File: src/rtl/core/tmt_pkg.sv
// Package for the TinyMT32 generator: constants, datapath functions and the microcode table.
`timescale 1ns / 1ps
package tmt_pkg;

  localparam int WordW  = 32;
  localparam int PcW    = 5;
  localparam int ImmW   = 3;
  localparam int CntW   = 3;
  localparam int CfgIdxW = 2;

  typedef logic [WordW-1:0] word_t;
  typedef word_t [3:0] state_t;

  // Mixing multiplier and tempering/advance shift amounts.
  localparam word_t MixMul  = 32'd1812433253;
  localparam int    Sh0     = 1;
  localparam int    Sh1     = 10;
  localparam int    Sh8     = 8;
  localparam word_t MaskW0  = 32'h7fff_ffff;

  // Reset values of the parameter registers.
  localparam word_t Mat1Reset   = 32'h8f70_11ee;
  localparam word_t Mat2Reset   = 32'hfc78_ff1f;
  localparam word_t TemperReset = 32'h3793_fdff;

  // Replacement state for a degenerate seed ("HACK").
  localparam word_t FixW0 = 32'h0000_0048;
  localparam word_t FixW1 = 32'h0000_0041;
  localparam word_t FixW2 = 32'h0000_0043;
  localparam word_t FixW3 = 32'h0000_004b;

  // Configuration register indexes.
  localparam logic [CfgIdxW-1:0] CfgMat1   = 2'd0;
  localparam logic [CfgIdxW-1:0] CfgMat2   = 2'd1;
  localparam logic [CfgIdxW-1:0] CfgTemper = 2'd2;

  // Datapath operations selected by the control word.
  typedef enum logic [2:0] {
    OP_NOP,
    OP_MUL,
    OP_MIX,
    OP_ROT,
    OP_CHECK,
    OP_ADV,
    OP_EMIT
  } op_t;

  typedef struct packed {
    op_t             op;
    logic [ImmW-1:0] imm;
    logic            repeat8;
    logic            last;
  } ctrl_t;

  // Program entry points and the length of the program.
  localparam logic [PcW-1:0] SeedEntry = 5'd0;
  localparam logic [PcW-1:0] NextEntry = 5'd17;
  localparam logic [PcW-1:0] ProgLen   = 5'd19;

  // Microcode table. Seeding: seven multiply/xor rounds with word rotation,
  // a final rotation back into place, the period check, then eight advances.
  // Next: one advance, then temper and emit.
  function automatic ctrl_t rom(input logic [PcW-1:0] addr);
    ctrl_t c;
    c = '{op: OP_NOP, imm: '0, repeat8: 1'b0, last: 1'b1};
    unique case (addr)
      5'd0:  c = '{op: OP_MUL,   imm: 3'd0, repeat8: 1'b0, last: 1'b0};
      5'd1:  c = '{op: OP_MIX,   imm: 3'd1, repeat8: 1'b0, last: 1'b0};
      5'd2:  c = '{op: OP_MUL,   imm: 3'd0, repeat8: 1'b0, last: 1'b0};
      5'd3:  c = '{op: OP_MIX,   imm: 3'd2, repeat8: 1'b0, last: 1'b0};
      5'd4:  c = '{op: OP_MUL,   imm: 3'd0, repeat8: 1'b0, last: 1'b0};
      5'd5:  c = '{op: OP_MIX,   imm: 3'd3, repeat8: 1'b0, last: 1'b0};
      5'd6:  c = '{op: OP_MUL,   imm: 3'd0, repeat8: 1'b0, last: 1'b0};
      5'd7:  c = '{op: OP_MIX,   imm: 3'd4, repeat8: 1'b0, last: 1'b0};
      5'd8:  c = '{op: OP_MUL,   imm: 3'd0, repeat8: 1'b0, last: 1'b0};
      5'd9:  c = '{op: OP_MIX,   imm: 3'd5, repeat8: 1'b0, last: 1'b0};
      5'd10: c = '{op: OP_MUL,   imm: 3'd0, repeat8: 1'b0, last: 1'b0};
      5'd11: c = '{op: OP_MIX,   imm: 3'd6, repeat8: 1'b0, last: 1'b0};
      5'd12: c = '{op: OP_MUL,   imm: 3'd0, repeat8: 1'b0, last: 1'b0};
      5'd13: c = '{op: OP_MIX,   imm: 3'd7, repeat8: 1'b0, last: 1'b0};
      5'd14: c = '{op: OP_ROT,   imm: 3'd0, repeat8: 1'b0, last: 1'b0};
      5'd15: c = '{op: OP_CHECK, imm: 3'd0, repeat8: 1'b0, last: 1'b0};
      5'd16: c = '{op: OP_ADV,   imm: 3'd0, repeat8: 1'b1, last: 1'b1};
      5'd17: c = '{op: OP_ADV,   imm: 3'd0, repeat8: 1'b0, last: 1'b0};
      5'd18: c = '{op: OP_EMIT,  imm: 3'd0, repeat8: 1'b0, last: 1'b1};
      default: c = '{op: OP_NOP, imm: 3'd0, repeat8: 1'b0, last: 1'b1};
    endcase
    return c;
  endfunction

  // One state transition of the generator.
  function automatic state_t advance(input state_t w, input word_t mat1, input word_t mat2);
    word_t  x;
    word_t  y;
    state_t n;
    y = w[3];
    x = (w[0] & MaskW0) ^ w[1] ^ w[2];
    x = x ^ (x << Sh0);
    y = y ^ (y >> Sh0) ^ x;
    n[0] = w[1];
    n[1] = w[2] ^ (y[0] ? mat1 : '0);
    n[2] = x ^ (y << Sh1) ^ (y[0] ? mat2 : '0);
    n[3] = y;
    return n;
  endfunction

  // Output tempering of the current state.
  function automatic word_t temper(input state_t w, input word_t tmat);
    word_t t1;
    t1 = w[0] + (w[2] >> Sh8);
    return w[3] ^ t1 ^ (t1[0] ? tmat : '0);
  endfunction

endpackage

File: src/rtl/core/tinymt32_generator.sv
// Top level of the TinyMT32 generator: microcoded sequencer and datapath.
`timescale 1ns / 1ps
// Usage
// Input channel (in_valid/in_stall, kind, seed_value): a request with kind 0
// reseeds the generator from seed_value and produces no result; a request
// with kind 1 advances the state once and produces one random_value.
// Output channel (out_valid/out_stall, random_value): one registered result.
// Configuration (cfg_valid/cfg_ready, cfg_index, cfg_data): writes mat1,
// mat2 and the tempering word; indexes beyond two are ignored. Write only
// while the block is idle.
// Timing: a request is taken only while the sequencer is idle. A next
// request passes through accept, advance and temper steps, and its result
// is registered in the temper step. A seed request passes through accept,
// seven rounds of two steps each through the single 32x32 multiplier, a
// rotation, the period check and eight advances.
// Reset clears the state words to zero and loads the default parameters.
// If the receiver stalls, the result stays in the output register and the
// temper step waits, so the next request is held off until it is taken.
module tinymt32_generator (
  input  logic                            clk,
  input  logic                            rst,
  input  logic                            in_valid,
  output logic                            in_stall,
  input  logic                            kind,
  input  logic [tmt_pkg::WordW-1:0]       seed_value,
  output logic                            out_valid,
  input  logic                            out_stall,
  output logic [tmt_pkg::WordW-1:0]       random_value,
  input  logic                            cfg_valid,
  output logic                            cfg_ready,
  input  logic [tmt_pkg::CfgIdxW-1:0]     cfg_index,
  input  logic [tmt_pkg::WordW-1:0]       cfg_data
);
  import tmt_pkg::*;

  typedef enum logic {
    S_IDLE,
    S_RUN
  } seq_state_t;

  seq_state_t      state;
  logic [PcW-1:0]  pc;
  logic [CntW-1:0] cnt;
  state_t          tw;
  word_t           prod;
  word_t           mat1;
  word_t           mat2;
  word_t           tmat;

  ctrl_t           ctrl;
  logic            step_go;
  logic            stay;
  logic            in_take;
  state_t          tw_adv;
  word_t           mix_word;
  logic            degenerate;

  // Current control word and step enable; the emit step waits for room.
  always_comb begin
    ctrl    = rom(pc);
    step_go = (state == S_RUN) &&
              !((ctrl.op == OP_EMIT) && out_valid && out_stall) &&
              (pc < ProgLen || ctrl.last);
    stay    = ctrl.repeat8 && (cnt != '1);
    in_take = in_valid && !in_stall;
  end

  assign in_stall  = (state != S_IDLE);
  assign cfg_ready = 1'b1;

  // Datapath helpers.
  always_comb begin
    tw_adv     = advance(tw, mat1, mat2);
    mix_word   = tw[1] ^ ({{(WordW-ImmW){1'b0}}, ctrl.imm} + prod);
    degenerate = ((tw[0] & MaskW0) == '0) && (tw[1] == '0) &&
                 (tw[2] == '0) && (tw[3] == '0);
  end

  // Sequencer, datapath registers and output register.
  always_ff @(posedge clk) begin
    if (rst) begin
      state     <= S_IDLE;
      pc        <= SeedEntry;
      cnt       <= '0;
      tw        <= '0;
      out_valid <= 1'b0;
      mat1      <= Mat1Reset;
      mat2      <= Mat2Reset;
      tmat      <= TemperReset;
    end else begin
      // Configuration writes.
      if (cfg_valid && cfg_ready) begin
        unique case (cfg_index)
          CfgMat1:   mat1 <= cfg_data;
          CfgMat2:   mat2 <= cfg_data;
          CfgTemper: tmat <= cfg_data;
          default: ;
        endcase
      end

      // The receiver takes the pending result, unless a new one lands now.
      if (out_valid && !out_stall && !(step_go && (ctrl.op == OP_EMIT))) begin
        out_valid <= 1'b0;
      end

      // Accept a request and pick its program.
      if (in_take) begin
        state <= S_RUN;
        cnt   <= '0;
        if (kind) begin
          pc <= NextEntry;
        end else begin
          pc <= SeedEntry;
          tw <= '{tmat, mat2, mat1, seed_value};
        end
      end

      // Execute one control word.
      if (step_go) begin
        unique case (ctrl.op)
          OP_NOP:   ;
          OP_MUL:   prod <= MixMul * (tw[0] ^ (tw[0] >> 30));
          OP_MIX:   tw <= '{tw[0], tw[3], tw[2], mix_word};
          OP_ROT:   tw <= '{tw[0], tw[3], tw[2], tw[1]};
          OP_CHECK: begin
            if (degenerate) begin
              tw <= '{FixW3, FixW2, FixW1, FixW0};
            end
          end
          OP_ADV:   tw <= tw_adv;
          OP_EMIT:  begin
            random_value <= temper(tw, tmat);
            out_valid    <= 1'b1;
          end
          default: ;
        endcase

        // Step counter with the repeat-eight loop.
        if (stay) begin
          cnt <= cnt + 1'b1;
        end else begin
          cnt <= '0;
          if (ctrl.last) begin
            state <= S_IDLE;
          end else begin
            pc <= pc + 1'b1;
          end
        end
      end
    end
  end

endmodule

File: config.mk
export PLATFORM = sky130hd
export DESIGN_NAME = tinymt32_generator
export DESIGN_NICKNAME = d
export VERILOG_FILES = /design/src/rtl/core/tmt_pkg.sv /design/src/rtl/core/tinymt32_generator.sv
export SDC_FILE = /design/constraint.sdc
export NUM_CORES = 1
export LEC_CHECK = 0
export BUFFER_PORTS_ARGS = -buffer_cell sky130_fd_sc_hd__buf_2
export CORE_AREA = 2 2 246 248
export CTS_CLUSTER_DIAMETER = 50
export DETAILED_ROUTE_END_ITERATION = 6
export DIE_AREA = 0 0 248 250
export HOLD_SLACK_MARGIN = 0.06
export PLACE_DENSITY = 0.62
export SLEW_MARGIN = 20
export SYNTH_ARGS = -nofsm -noshare
export SYNTH_HDL_FRONTEND = slang
export SYNTH_SLANG_ARGS = --single-unit
File: constraint.sdc
create_clock -name clk -period 9.45 [get_ports clk]
set_clock_uncertainty 0.05 [all_clocks]
set_input_delay 0 -clock clk [delete_from_list [all_inputs] [get_ports clk]]
set_output_delay 0 -clock clk [all_outputs]
set_load 0.01 [all_outputs]
==> impl_metrics.json <==
{
  "synth-xor-area-share": 0.126,
  "synth_edf_count": 64,
  "area_growth_syn_to_layout_pct": 14.1,
  "ant_nets": 0,
  "power_density_nw_per_um2": 187,
  "design.die.area_um2": 62000,
  "synth_commonest_cells": "nand2_1 (376), inv_1 (296), xnor2_1 (280)",
  "hpwlAfterDp_um": 64900,
  "port_buffers": 105,
  "power_mw": 5.63,
  "chipWidth_um": 248,
  "critPathArrivalTime_ns": 7.56,
  "required_ns": 9.71,
  "hold_viol": 0,
  "setup_viol": 0,
  "synth_area_leaders": "dfxtp_1 (18%), ha_1 (13%), fa_1 (11%), xnor2_1 (9.3%), edfxtp_1 (7.3%)",
  "grt_util_all_layers": 0.288,
  "cts.sinks": 306,
  "min_from": "cfg_index[1]",
  "worstMarginPinSlew_ns": 1.10,
  "grt_pass1_wl_um": 136000,
  "dpl.cell_count": 3741,
  "cp_cell_sequence": "inv_1 > ha_1 > ha_1 > fa_1 > inv_1 > fa_1 > inv_1 > fa_1 > fa_1 > fa_1 > inv_1 > fa_1 > inv_1 > ha_1 > and3_1 > and2_1 > a221o_1 > a22o_1 > or3_1 > a31o_1 > a21oi_2 > xnor2_1",
  "ys_seq_elements": 306,
  "htree_levels": 2,
  "synth_flop_cell": "dfxtp_1",
  "critPathKind": "register to register",
  "reg2reg_slack_ns": 2.15,
  "synth_top_family_by_area": "adder cells",
  "fin_area_um2": 30100,
  "pre_cts_ws_ns": 2.20,
  "grt_pass1_vias": 22300,
  "endpoint_kind": "register",
  "synth_fa_ha_area_frac": 0.241,
  "hold_class": "input port to register",
  "crit_top_cell": "fa_1",
  "antenna_found_initial": 0,
  "cts_tree": "done",
  "synthMuxAreaShare": 0.0463,
  "slew_viol_final": 0,
  "diodes": 0,
  "clock-root-buffer": "clkbuf_16",
  "syn_nets": 3455,
  "fin_crit_ns": 7.30,
  "worstPathMaxFanout": 14,
  "postSynthAreaPerCell_um2": 8.92,
  "fin_setup_tns_ns": 0,
  "dr_total_vias": 22300,
  "start_util": 0.443,
  "fillers": 5561,
  "p_leak_nw": 14.0,
  "firstDrtPassIters": 5,
  "utilization": 0.506,
  "synth-simple-area-share": 0.134,
  "worstSkewPairLatency_ns": 0.60,
  "stdcell_count": 3910,
  "fmax_mhz": 137,
  "r2r_end": "prod[31]",
  "grt_remaining_overflow": 0,
  "avgViaCountPerCell": 5.71,
  "slowest_stage": "dfxtp_1",
  "hold_ws_ns": 0.0903,
  "synth_warnings": 0,
  "rr_startpoint": "tw[12]",
  "fin_nets": 3582,
  "syn_inst": 2962,
  "wirelength_um": 89200,
  "rsz0062_at_grt": "no",
  "drive_above_1_share": 0.0793,
  "drtIter0Drc": 2137,
  "startpoint_type": "register",
  "synth_largest_area_cell": "dfxtp_1",
  "cpPeakStageDelay_ns": 0.79,
  "min_to": "tmat[2]",
  "synth-compound-area-share": 0.133,
  "core-area_um2": 59600,
  "critPathTopFamily": "adder cells",
  "drc": 0,
  "routabilityCongestion": 0.937,
  "cts.path.max_buffers": 3,
  "wl_per_cell_um": 22.8,
  "placed_area_um2": 27700,
  "rr_worst_depth": 22,
  "cap_violations": 0,
  "peakVddDrop_uv": 126,
  "cts_made_buffers": 48,
  "synthDistinctLibCells": 71,
  "synthMostInstantiatedCell": "nand2_1",
  "cp_num_buf_inv": 5,
  "async_flop_share": 0,
  "pin_count": 107,
  "ctsResizeCount": 0,
  "grt_max_degree": 100,
  "status": "completed",
  "ys_seq_area_frac": 0.256,
  "die_y_um": 250,
  "netlist.area_leader.share": 0.183,
  "clk_pin_slew_worst_paths_ns": 0.06,
  "syn-cell-area_um2": 26400,
  "rows": 90,
  "whs_path_depth": 5,
  "slew_headroom": 0.263,
  "fin_crit_sh": 0.772,
  "finalWorstSetupSlack_ns": 2.15
}
[sequential cells by signal, indices dropped and copies added, names as in the netlist]
register      count
ctrl              8
cnt               3
random_value     32
mat1             32
tw              128
tmat             32
prod             32
out_valid         1
pc                5
in_stall          1
mat2             32
[routing by layer]
layer  wire length [um]  track usage
met3               7070       0.0458
met2              39500        0.438
met4               3770        0.116
met1              38900        0.407
met5                  0            0
[final cells by class]
cell class | count | area, um^2 | share of cell area
multi-input combinational | 2217 | 18100 | 0.599
inverter | 296 | 1110 | 0.0369
clock buffer | 56 | 1250 | 0.0415
tap | 782 | 978 | 0.0325
clock inverter | 33 | 374 | 0.0124
timing repair buffer | 220 | 1600 | 0.0529
sequential | 306 | 6770 | 0.225
[power by group]
| group | internal [mW] | switching, mW |
|---|---|---|
| registers | 1.46 | 0.136 |
| logic | 0.917 | 1.27 |
| clock network | 1.11 | 0.731 |
| total | 3.49 | 2.14 |
[how the worst max path moves through the flow]
stage | cells after the start | end | startpoint
after floorplan | 25 | prod[31] | tw[30]
after global routing | 22 | prod[31] | tw[12]
after global placement | 22 | prod[31] | tw[12]
after CTS | 22 | prod[31] | tw[12]
after detailed placement | 22 | prod[31] | tw[12]
final | 22 | prod[31] | tw[12]
[worst register-to-register path, stage by stage (launching register included)]
cell	delay [ns]
dfxtp_1	0.79
inv_1	0.20
ha_1	0.36
ha_1	0.32
fa_1	0.51
inv_1	0.05
fa_1	0.48
inv_1	0.06
fa_1	0.48
fa_1	0.46
fa_1	0.52
inv_1	0.05
fa_1	0.48
inv_1	0.04
ha_1	0.34
and3_1	0.25
and2_1	0.19
a221o_1	0.34
a22o_1	0.22
or3_1	0.38
a31o_1	0.24
a21oi_2	0.15
xnor2_1	0.07
[placed cells by master (no fill, tap or decap), types with 10 or more instances in the layout]
cell type,count
edfxtp_1,64
nand2_1,376
and3_1,14
fa_1,148
nor2_1,138
xor2_1,97
a22oi_1,55
a21oi_1,129
o22a_1,35
nor2b_1,10
nand4_1,16
buf_2,104
inv_1,296
inv_6,12
xnor2_1,280
a21o_1,36
dfxtp_1,242
mux2i_1,121
dlygate4sd3_1,80
a31oi_1,14
a2bb2oi_1,41
nor3_1,30
o21ai_0,101
nand3_1,31
o22ai_1,31
nor4_1,22
nand2b_1,10
a211oi_1,14
ha_1,273
buf_4,35
clkbuf_16,48
o21bai_1,12
nand3b_1,68
o21ai_1,10
[kinds of logic (layout without fill, tap and decap cells)]
group	count (synthesis)	count (layout)
mux	122	122
xor+xnor	378	378
fa+ha+maj	421	421
flops	306	306
other cells	1	1
simple gates	763	763
buf+inv	439	605
compound gates	532	532
[what timing repair did]
item	4_1_cts	5_1_grt
hold buffers	80	0
endpoints found under the hold margin	172	0
setup buffers	0	0
Note: power is estimated with default switching activity, not from simulation.
